File: src/pra_pkg.sv
// package for the priority resource allocator: request/response, entry and state types and codes
`default_nettype none

package pra_pkg;

  localparam int NumSlotsDflt = 8;
  localparam int NumTasksDflt = 16;

  localparam int PrioW  = 8;
  localparam int TaskW  = 4;
  localparam int SlotW  = 3;

  localparam logic [1:0] OP_CREATE  = 2'd0;
  localparam logic [1:0] OP_ACQUIRE = 2'd1;
  localparam logic [1:0] OP_RELEASE = 2'd2;

  typedef enum logic [1:0] {
    ST_OK       = 2'd0,
    ST_CONFLICT = 2'd1,
    ST_NO_SLOT  = 2'd2,
    ST_NONE     = 2'd3
  } pra_status_e;

  typedef enum logic [1:0] {
    S_IDLE,
    S_SCAN,
    S_DONE
  } pra_state_e;

  typedef struct packed {
    logic [1:0]       operation;
    logic [PrioW-1:0] resource_priority;
    logic [TaskW-1:0] task_id;
    logic [PrioW-1:0] running_priority;
    logic [PrioW-1:0] requester_priority;
  } pra_req_t;

  typedef struct packed {
    logic [1:0]       status;
    logic [SlotW-1:0] slot_index;
    logic             terminate_task;
  } pra_rsp_t;

  typedef struct packed {
    logic [PrioW-1:0] prio;
    logic [TaskW-1:0] owner;
  } pra_entry_t;

endpackage

`default_nettype wire

File: src/priority_resource_allocator.sv
// top level of the priority resource allocator: slot table memory and scan sequencer
//
//   channel | direction | handshake                 | payload
//   request | in        | req_valid_i / req_ready_o | req_i (pra_req_t)
//   result  | out       | rsp_valid_o / rsp_ready_i | rsp_o (pra_rsp_t)
//
// a scanning request is accepted, then scans the slot table through the
// single read port of the slot memory (stopping at the first hit), and then loads
// the result register; conflict and ignored requests skip the scan.
// free flags are set and written flags are cleared by reset, so no clearing pass runs.
// the result register holds a result until taken; the next request is accepted meanwhile.
`default_nettype none

module priority_resource_allocator
  import pra_pkg::*;
#(
  parameter int NUM_SLOTS = NumSlotsDflt,
  parameter int NUM_TASKS = NumTasksDflt
) (
  input  wire logic     clk_i,
  input  wire logic     rst_ni,
  input  wire logic     req_valid_i,
  output logic          req_ready_o,
  input  wire pra_req_t req_i,
  output logic          rsp_valid_o,
  input  wire logic     rsp_ready_i,
  output pra_rsp_t      rsp_o
);

  localparam int IW = (NUM_SLOTS > 1) ? $clog2(NUM_SLOTS) : 1;
  localparam int CW = $clog2(NUM_SLOTS + 1);
  localparam logic [CW-1:0] NumSlotsC = CW'(NUM_SLOTS);
  localparam logic [IW-1:0] LastIdx   = IW'(NUM_SLOTS - 1);

  pra_state_e state_q, state_d;
  pra_req_t   req_q, req_d;
  logic [CW-1:0] issue_q, issue_d;
  logic          chk_vld_q, chk_vld_d;
  logic [IW-1:0] chk_idx_q, chk_idx_d;
  logic          best_vld_q, best_vld_d;
  logic [IW-1:0] best_idx_q, best_idx_d;
  logic [PrioW-1:0] best_prio_q, best_prio_d;
  logic [NUM_SLOTS-1:0] free_q, free_d;
  logic [NUM_SLOTS-1:0] wr_q, wr_d;
  pra_rsp_t   res_q, res_d;
  pra_rsp_t   rsp_q, rsp_d;
  logic       rsp_valid_q, rsp_valid_d;

  // slot table memory
  pra_entry_t mem [NUM_SLOTS];
  pra_entry_t rdata_q;
  logic       mem_we;
  logic [IW-1:0] mem_waddr;
  logic [IW-1:0] mem_raddr;
  pra_entry_t mem_wdata;

  always_ff @(posedge clk_i) begin
    if (mem_we) begin
      mem[mem_waddr] <= mem_wdata;
    end
    rdata_q <= mem[mem_raddr];
  end

  // entry under check
  logic [PrioW-1:0] prio_eff;
  logic             is_last;
  logic             cand;
  logic             nb_vld;
  logic [IW-1:0]    nb_idx;
  logic [PrioW-1:0] nb_prio;

  // never-written entries read as unassigned
  assign prio_eff = wr_q[chk_idx_q] ? rdata_q.prio : '0;
  assign is_last  = (chk_idx_q == LastIdx);
  assign cand     = free_q[chk_idx_q] && (prio_eff >= req_q.resource_priority);

  always_comb begin
    if (cand && (!best_vld_q || (best_prio_q > prio_eff))) begin
      nb_vld  = 1'b1;
      nb_idx  = chk_idx_q;
      nb_prio = prio_eff;
    end else begin
      nb_vld  = best_vld_q;
      nb_idx  = best_idx_q;
      nb_prio = best_prio_q;
    end
  end

  always_comb begin
    state_d     = state_q;
    req_d       = req_q;
    issue_d     = issue_q;
    chk_vld_d   = chk_vld_q;
    chk_idx_d   = chk_idx_q;
    best_vld_d  = best_vld_q;
    best_idx_d  = best_idx_q;
    best_prio_d = best_prio_q;
    free_d      = free_q;
    wr_d        = wr_q;
    res_d       = res_q;
    rsp_d       = rsp_q;
    rsp_valid_d = rsp_valid_q;
    req_ready_o = 1'b0;
    mem_we      = 1'b0;
    mem_waddr   = chk_idx_q;
    mem_raddr   = issue_q[IW-1:0];
    mem_wdata   = '{prio: prio_eff, owner: rdata_q.owner};

    if (rsp_valid_q && rsp_ready_i) begin
      rsp_valid_d = 1'b0;
    end

    unique case (state_q)
      S_IDLE: begin
        req_ready_o = 1'b1;
        if (req_valid_i) begin
          req_d      = req_i;
          issue_d    = '0;
          chk_vld_d  = 1'b0;
          best_vld_d = 1'b0;
          state_d    = S_SCAN;
          if ((req_i.operation == OP_ACQUIRE) &&
              (req_i.running_priority > req_i.requester_priority)) begin
            free_d  = '1;
            res_d   = '{status: ST_CONFLICT, slot_index: '0, terminate_task: 1'b1};
            state_d = S_DONE;
          end else if (((req_i.operation != OP_CREATE) &&
                        (req_i.operation != OP_ACQUIRE) &&
                        (req_i.operation != OP_RELEASE)) ||
                       ((req_i.operation == OP_RELEASE) &&
                        (int'(req_i.task_id) >= NUM_TASKS))) begin
            res_d   = '{status: ST_NONE, slot_index: '0, terminate_task: 1'b0};
            state_d = S_DONE;
          end
        end
      end

      S_SCAN: begin
        // read issue runs one entry ahead of the check
        chk_vld_d = (issue_q != NumSlotsC);
        chk_idx_d = issue_q[IW-1:0];
        if (issue_q != NumSlotsC) begin
          issue_d = issue_q + 1'b1;
        end
        if (chk_vld_q) begin
          unique case (req_q.operation)
            OP_CREATE: begin
              if (prio_eff == '0) begin
                mem_we          = 1'b1;
                mem_wdata.prio  = req_q.resource_priority;
                wr_d[chk_idx_q] = 1'b1;
                res_d   = '{status: ST_OK, slot_index: SlotW'(chk_idx_q),
                            terminate_task: 1'b0};
                state_d = S_DONE;
              end else if (is_last) begin
                res_d   = '{status: ST_NONE, slot_index: '0, terminate_task: 1'b0};
                state_d = S_DONE;
              end
            end
            OP_ACQUIRE: begin
              best_vld_d  = nb_vld;
              best_idx_d  = nb_idx;
              best_prio_d = nb_prio;
              if (cand && (prio_eff == req_q.resource_priority)) begin
                mem_we            = 1'b1;
                mem_wdata.owner   = req_q.task_id;
                free_d[chk_idx_q] = 1'b0;
                wr_d[chk_idx_q]   = 1'b1;
                res_d   = '{status: ST_OK, slot_index: SlotW'(chk_idx_q),
                            terminate_task: 1'b0};
                state_d = S_DONE;
              end else if (is_last) begin
                if (nb_vld) begin
                  mem_we         = 1'b1;
                  mem_waddr      = nb_idx;
                  mem_wdata      = '{prio: nb_prio, owner: req_q.task_id};
                  free_d[nb_idx] = 1'b0;
                  wr_d[nb_idx]   = 1'b1;
                  res_d   = '{status: ST_OK, slot_index: SlotW'(nb_idx),
                              terminate_task: 1'b0};
                end else begin
                  free_d = '1;
                  res_d  = '{status: ST_NO_SLOT, slot_index: '0, terminate_task: 1'b1};
                end
                state_d = S_DONE;
              end
            end
            OP_RELEASE: begin
              if (!free_q[chk_idx_q] && (rdata_q.owner == req_q.task_id)) begin
                free_d[chk_idx_q] = 1'b1;
                res_d   = '{status: ST_OK, slot_index: SlotW'(chk_idx_q),
                            terminate_task: 1'b0};
                state_d = S_DONE;
              end else if (is_last) begin
                res_d   = '{status: ST_NONE, slot_index: '0, terminate_task: 1'b0};
                state_d = S_DONE;
              end
            end
            default: begin
              res_d   = '{status: ST_NONE, slot_index: '0, terminate_task: 1'b0};
              state_d = S_DONE;
            end
          endcase
        end
      end

      S_DONE: begin
        if (!rsp_valid_q || rsp_ready_i) begin
          rsp_d       = res_q;
          rsp_valid_d = 1'b1;
          state_d     = S_IDLE;
        end
      end

      default: begin
        state_d = S_IDLE;
      end
    endcase
  end

  always_ff @(posedge clk_i or negedge rst_ni) begin
    if (!rst_ni) begin
      state_q     <= S_IDLE;
      issue_q     <= '0;
      chk_vld_q   <= 1'b0;
      best_vld_q  <= 1'b0;
      free_q      <= '1;
      wr_q        <= '0;
      rsp_valid_q <= 1'b0;
    end else begin
      state_q     <= state_d;
      issue_q     <= issue_d;
      chk_vld_q   <= chk_vld_d;
      best_vld_q  <= best_vld_d;
      free_q      <= free_d;
      wr_q        <= wr_d;
      rsp_valid_q <= rsp_valid_d;
    end
  end

  always_ff @(posedge clk_i) begin
    req_q       <= req_d;
    chk_idx_q   <= chk_idx_d;
    best_idx_q  <= best_idx_d;
    best_prio_q <= best_prio_d;
    res_q       <= res_d;
    rsp_q       <= rsp_d;
  end

  assign rsp_valid_o = rsp_valid_q;
  assign rsp_o       = rsp_q;

endmodule

`default_nettype wire

File: config.mk
export PLATFORM = sky130hd
export DESIGN_NAME = priority_resource_allocator
export DESIGN_NICKNAME = d
export VERILOG_FILES = /design/src/pra_pkg.sv /design/src/priority_resource_allocator.sv
export SDC_FILE = /design/constraint.sdc
export NUM_CORES = 1
export LEC_CHECK = 0
export ABC_CLOCK_PERIOD_IN_PS = 5100
export BUFFER_PORTS_ARGS = -buffer_cell sky130_fd_sc_hd__buf_2
export CORE_MARGIN = 3
export CORE_UTILIZATION = 36
export DETAILED_ROUTE_END_ITERATION = 16
export HOLD_SLACK_MARGIN = 0.05
export SETUP_SLACK_MARGIN = 0.3
export SLEW_MARGIN = 20
export SYNTH_ARGS = -nofsm -noshare
export SYNTH_HDL_FRONTEND = slang
export SYNTH_SLANG_ARGS = --single-unit
File: constraint.sdc
create_clock -name clk_i -period 5.1 [get_ports clk_i]
set_clock_uncertainty 0.15 [all_clocks]
set_input_delay 0.51 -clock clk_i [delete_from_list [all_inputs] [get_ports clk_i]]
set_output_delay 0.51 -clock clk_i [all_outputs]
set_load 0.1 [all_outputs]
==> reports/metrics.cfg <==
[placement]
gp_congestion=0.917
place_area_um2=8740
pre_cts_slack_ns=0.360
hpwl_um=13000
place_inst=920
port-buffer-count=41

[status]
status=completed

[timing]
relSlewSlack_pct=43.7
hold_viol_final=0
drv_slew=0
fin_tns_setup_ns=0
rsz0062_at_grt=false
max_freq_mhz=220
period_share_pct=89.1
setup_viol=0
setup_ws_ns=0.557
worstMarginPinSlew_ns=0.844
period_needed_ns=4.54

[die]
start_util_pct=37.0
row_count=54
die_area_um2=24600
ios=42
design.core.area_um2=22100
die_w_um=157
die_h_um=157

[worst_setup_path]
cp.arrival_ns=4.52
end_kind=register
worst_ep_required_time_ns=5.07
path_max_fanout=12
crit_path_start_kind=register
path_class=reg2reg

[logic_synthesis]
synth_area_um2=8180
postSynth.asyncResetShare_pct=14.5
synth_nets=662
synth_area_leaders=edfxtp_1, mux4_2, dfrtp_1, mux2_2, ha_1
post-synth-top-area-fraction_pct=49.9
syn_avg_cell_area_um2=13.5
yosys.area.top_type=edfxtp_1
yosys_register_bits=173
yosysSeqAreaShare_pct=60.7
synth_ff_type=edfxtp_1
synth_most_common_cell=edfxtp_1
ys_types=66
synth_edf_count=136
synth_common_cells=edfxtp_1, inv_1, nand2_1, a21oi_1
yosys_warnings=0
netlist_instances=605

[clock_network]
clk_latency_ns=0.43
root_buffer=clkbuf_16
cts_tree=done
clk_pin_slew_ns=0.07
cts_inserted_buffers=17
cts_buffer_depth=2
clock-sinks=173
h-tree-depth=4

[worst_hold_path]
holdCritPathClass=in2reg

[layout]
design_area_um2=9410
diodes=0
syn2layout_area_growth_pct=15.1
nets=725
drive_above_1_share_pct=25.4
filler_cell_count=1973
fin_cells=961

[power]
powerDensity_nw_per_um2=464
irDropWorstVdd_uv=226
power_leakage_uw=0.00349
p_total_uw=4370

[global_routing]
grt_pass1_vias=5519
grt_use_total_pct=15.4
grt_overflow=0
grt_max_degree=31
grt_pass1_wl_um=29400
antenna_found_initial=0

[routing]
num_vias=5268
route.antenna.remaining_nets=0
drt-total-wl_um=18300
viasPerCell=5.48
wire_per_inst_um=19.1
drc=0
drt_iter0_drc=301
firstDrtPassIters=6

[job]
maxCapViolations=0

## cell type report
type | count | area, um^2 | area share (%)
clock buffers | 17 | 425 | 4.52
repair buffers | 65 | 388 | 4.12
multi-input cells | 367 | 2960 | 31.4
flip-flops and latches | 173 | 4960 | 52.7
well taps | 280 | 350 | 3.72
inverters | 44 | 165 | 1.76
clock inverters | 15 | 164 | 1.74
## state kept, by name, summed over array words and instances, names as in the netlist, 2 cells and up
name	count
state_q	2
res_q	6
wr_q	8
rdata_q	12
rsp_o	6
req_q	14
issue_q	4
free_q	8
best_idx_q	3
mem	96
best_prio_q	8
chk_idx_q	3
## what timing repair did
| action | 4_1_cts | 5_1_grt |
|---|---|---|
| gates resized for setup | 0 | 3 |
| endpoints found under the hold margin | 17 | 0 |
| hold buffers | 1 | 0 |
| buffers inserted | 0 | 8 |
| setup endpoints to repair | 0 | 144 |
## critical path: stages (launching register included)
cell	delay, ns
edfxtp_1	0.53
and2_1	0.27
a22oi_2	0.30
and3_1	0.27
inv_1	0.09
ha_1	0.31
nand2b_1	0.16
a21oi_1	0.20
nand2_1	0.08
a311o_1	0.42
a211o_2	0.47
o2111ai_2	0.21
o21ai_0	0.26
nor3_1	0.24
buf_4	0.26
## kinds of logic (layout without fill, tap and decap cells)
family                     after synthesis  after routing  share of synthesized area (%)
xor gates and xnor gates                 7              7                          0.750
muxes                                   61             61                           11.6
DFF                                    173            173                           60.7
buffers and inverters                   65            141                           3.24
and+or+nand+nor                        138            138                           8.39
AOI/OAI and AO/OA                      138            138                           11.8
adders and majority gates               23             23                           3.52
## placed cells by master (no fill, tap or decap), types with 23 or more instances in the layout
cell type | Yosys | routed
buf_2 | 2 | 41
a21oi_1 | 36 | 35
ha_1 | 23 | 23
nor2_1 | 26 | 26
o21ai_0 | 24 | 23
buf_4 | 1 | 23
inv_1 | 43 | 43
mux2_2 | 26 | 26
edfxtp_1 | 136 | 136
nand2_1 | 38 | 38
mux4_2 | 24 | 24
## per-stage QoR
step	hold slack, ns	utilization [%]
final	0.105	42.6
after global routing	0.0866	42.6
after CTS	0.0891	42.3
after detailed placement	0.297	39.6
after global placement	0.300	39.6
after floorplan	0.0644	-
## where the power goes
| part | leakage [uW] | switching, uW | internal, uW |
|---|---|---|---|
| clock network | 0.000290 | 616 | 662 |
| logic | 0.00154 | 806 | 432 |
| registers | 0.00166 | 101 | 1750 |
| total | 0.00349 | 1520 | 2850 |
## worst paths after layout
path | from | end | slack [ns] | cells after the start
min in group asynchronous | rst_ni | state_q[1] | 0.49 | 2
max reg2reg | chk_idx_q[1] | mem[3][11] | 0.56 | 14
max | chk_idx_q[1] | mem[3][11] | 0.56 | 14
min reg2reg | res_q[5] | rsp_o[5] | 0.32 | 0
min | req_i[19] | req_q[19] | 0.11 | 1
max in group asynchronous | rst_ni | wr_q[2] | 3.90 | 2
## layer usage
| layer | vias to the layer above | GRT usage, % | part of all wire, % |
|---|---|---|---|
| met3 | 24 | 3.18 | 3.8 |
| met1 | 2658 | 20.5 | 45 |
| li1 | 2443 | - | - |
| met2 | 143 | 25.1 | 49 |
| met4 | 0 | 5.59 | 1.8 |
| met5 | - | 0 | 0 |
(Power assumes the default switching activity.)
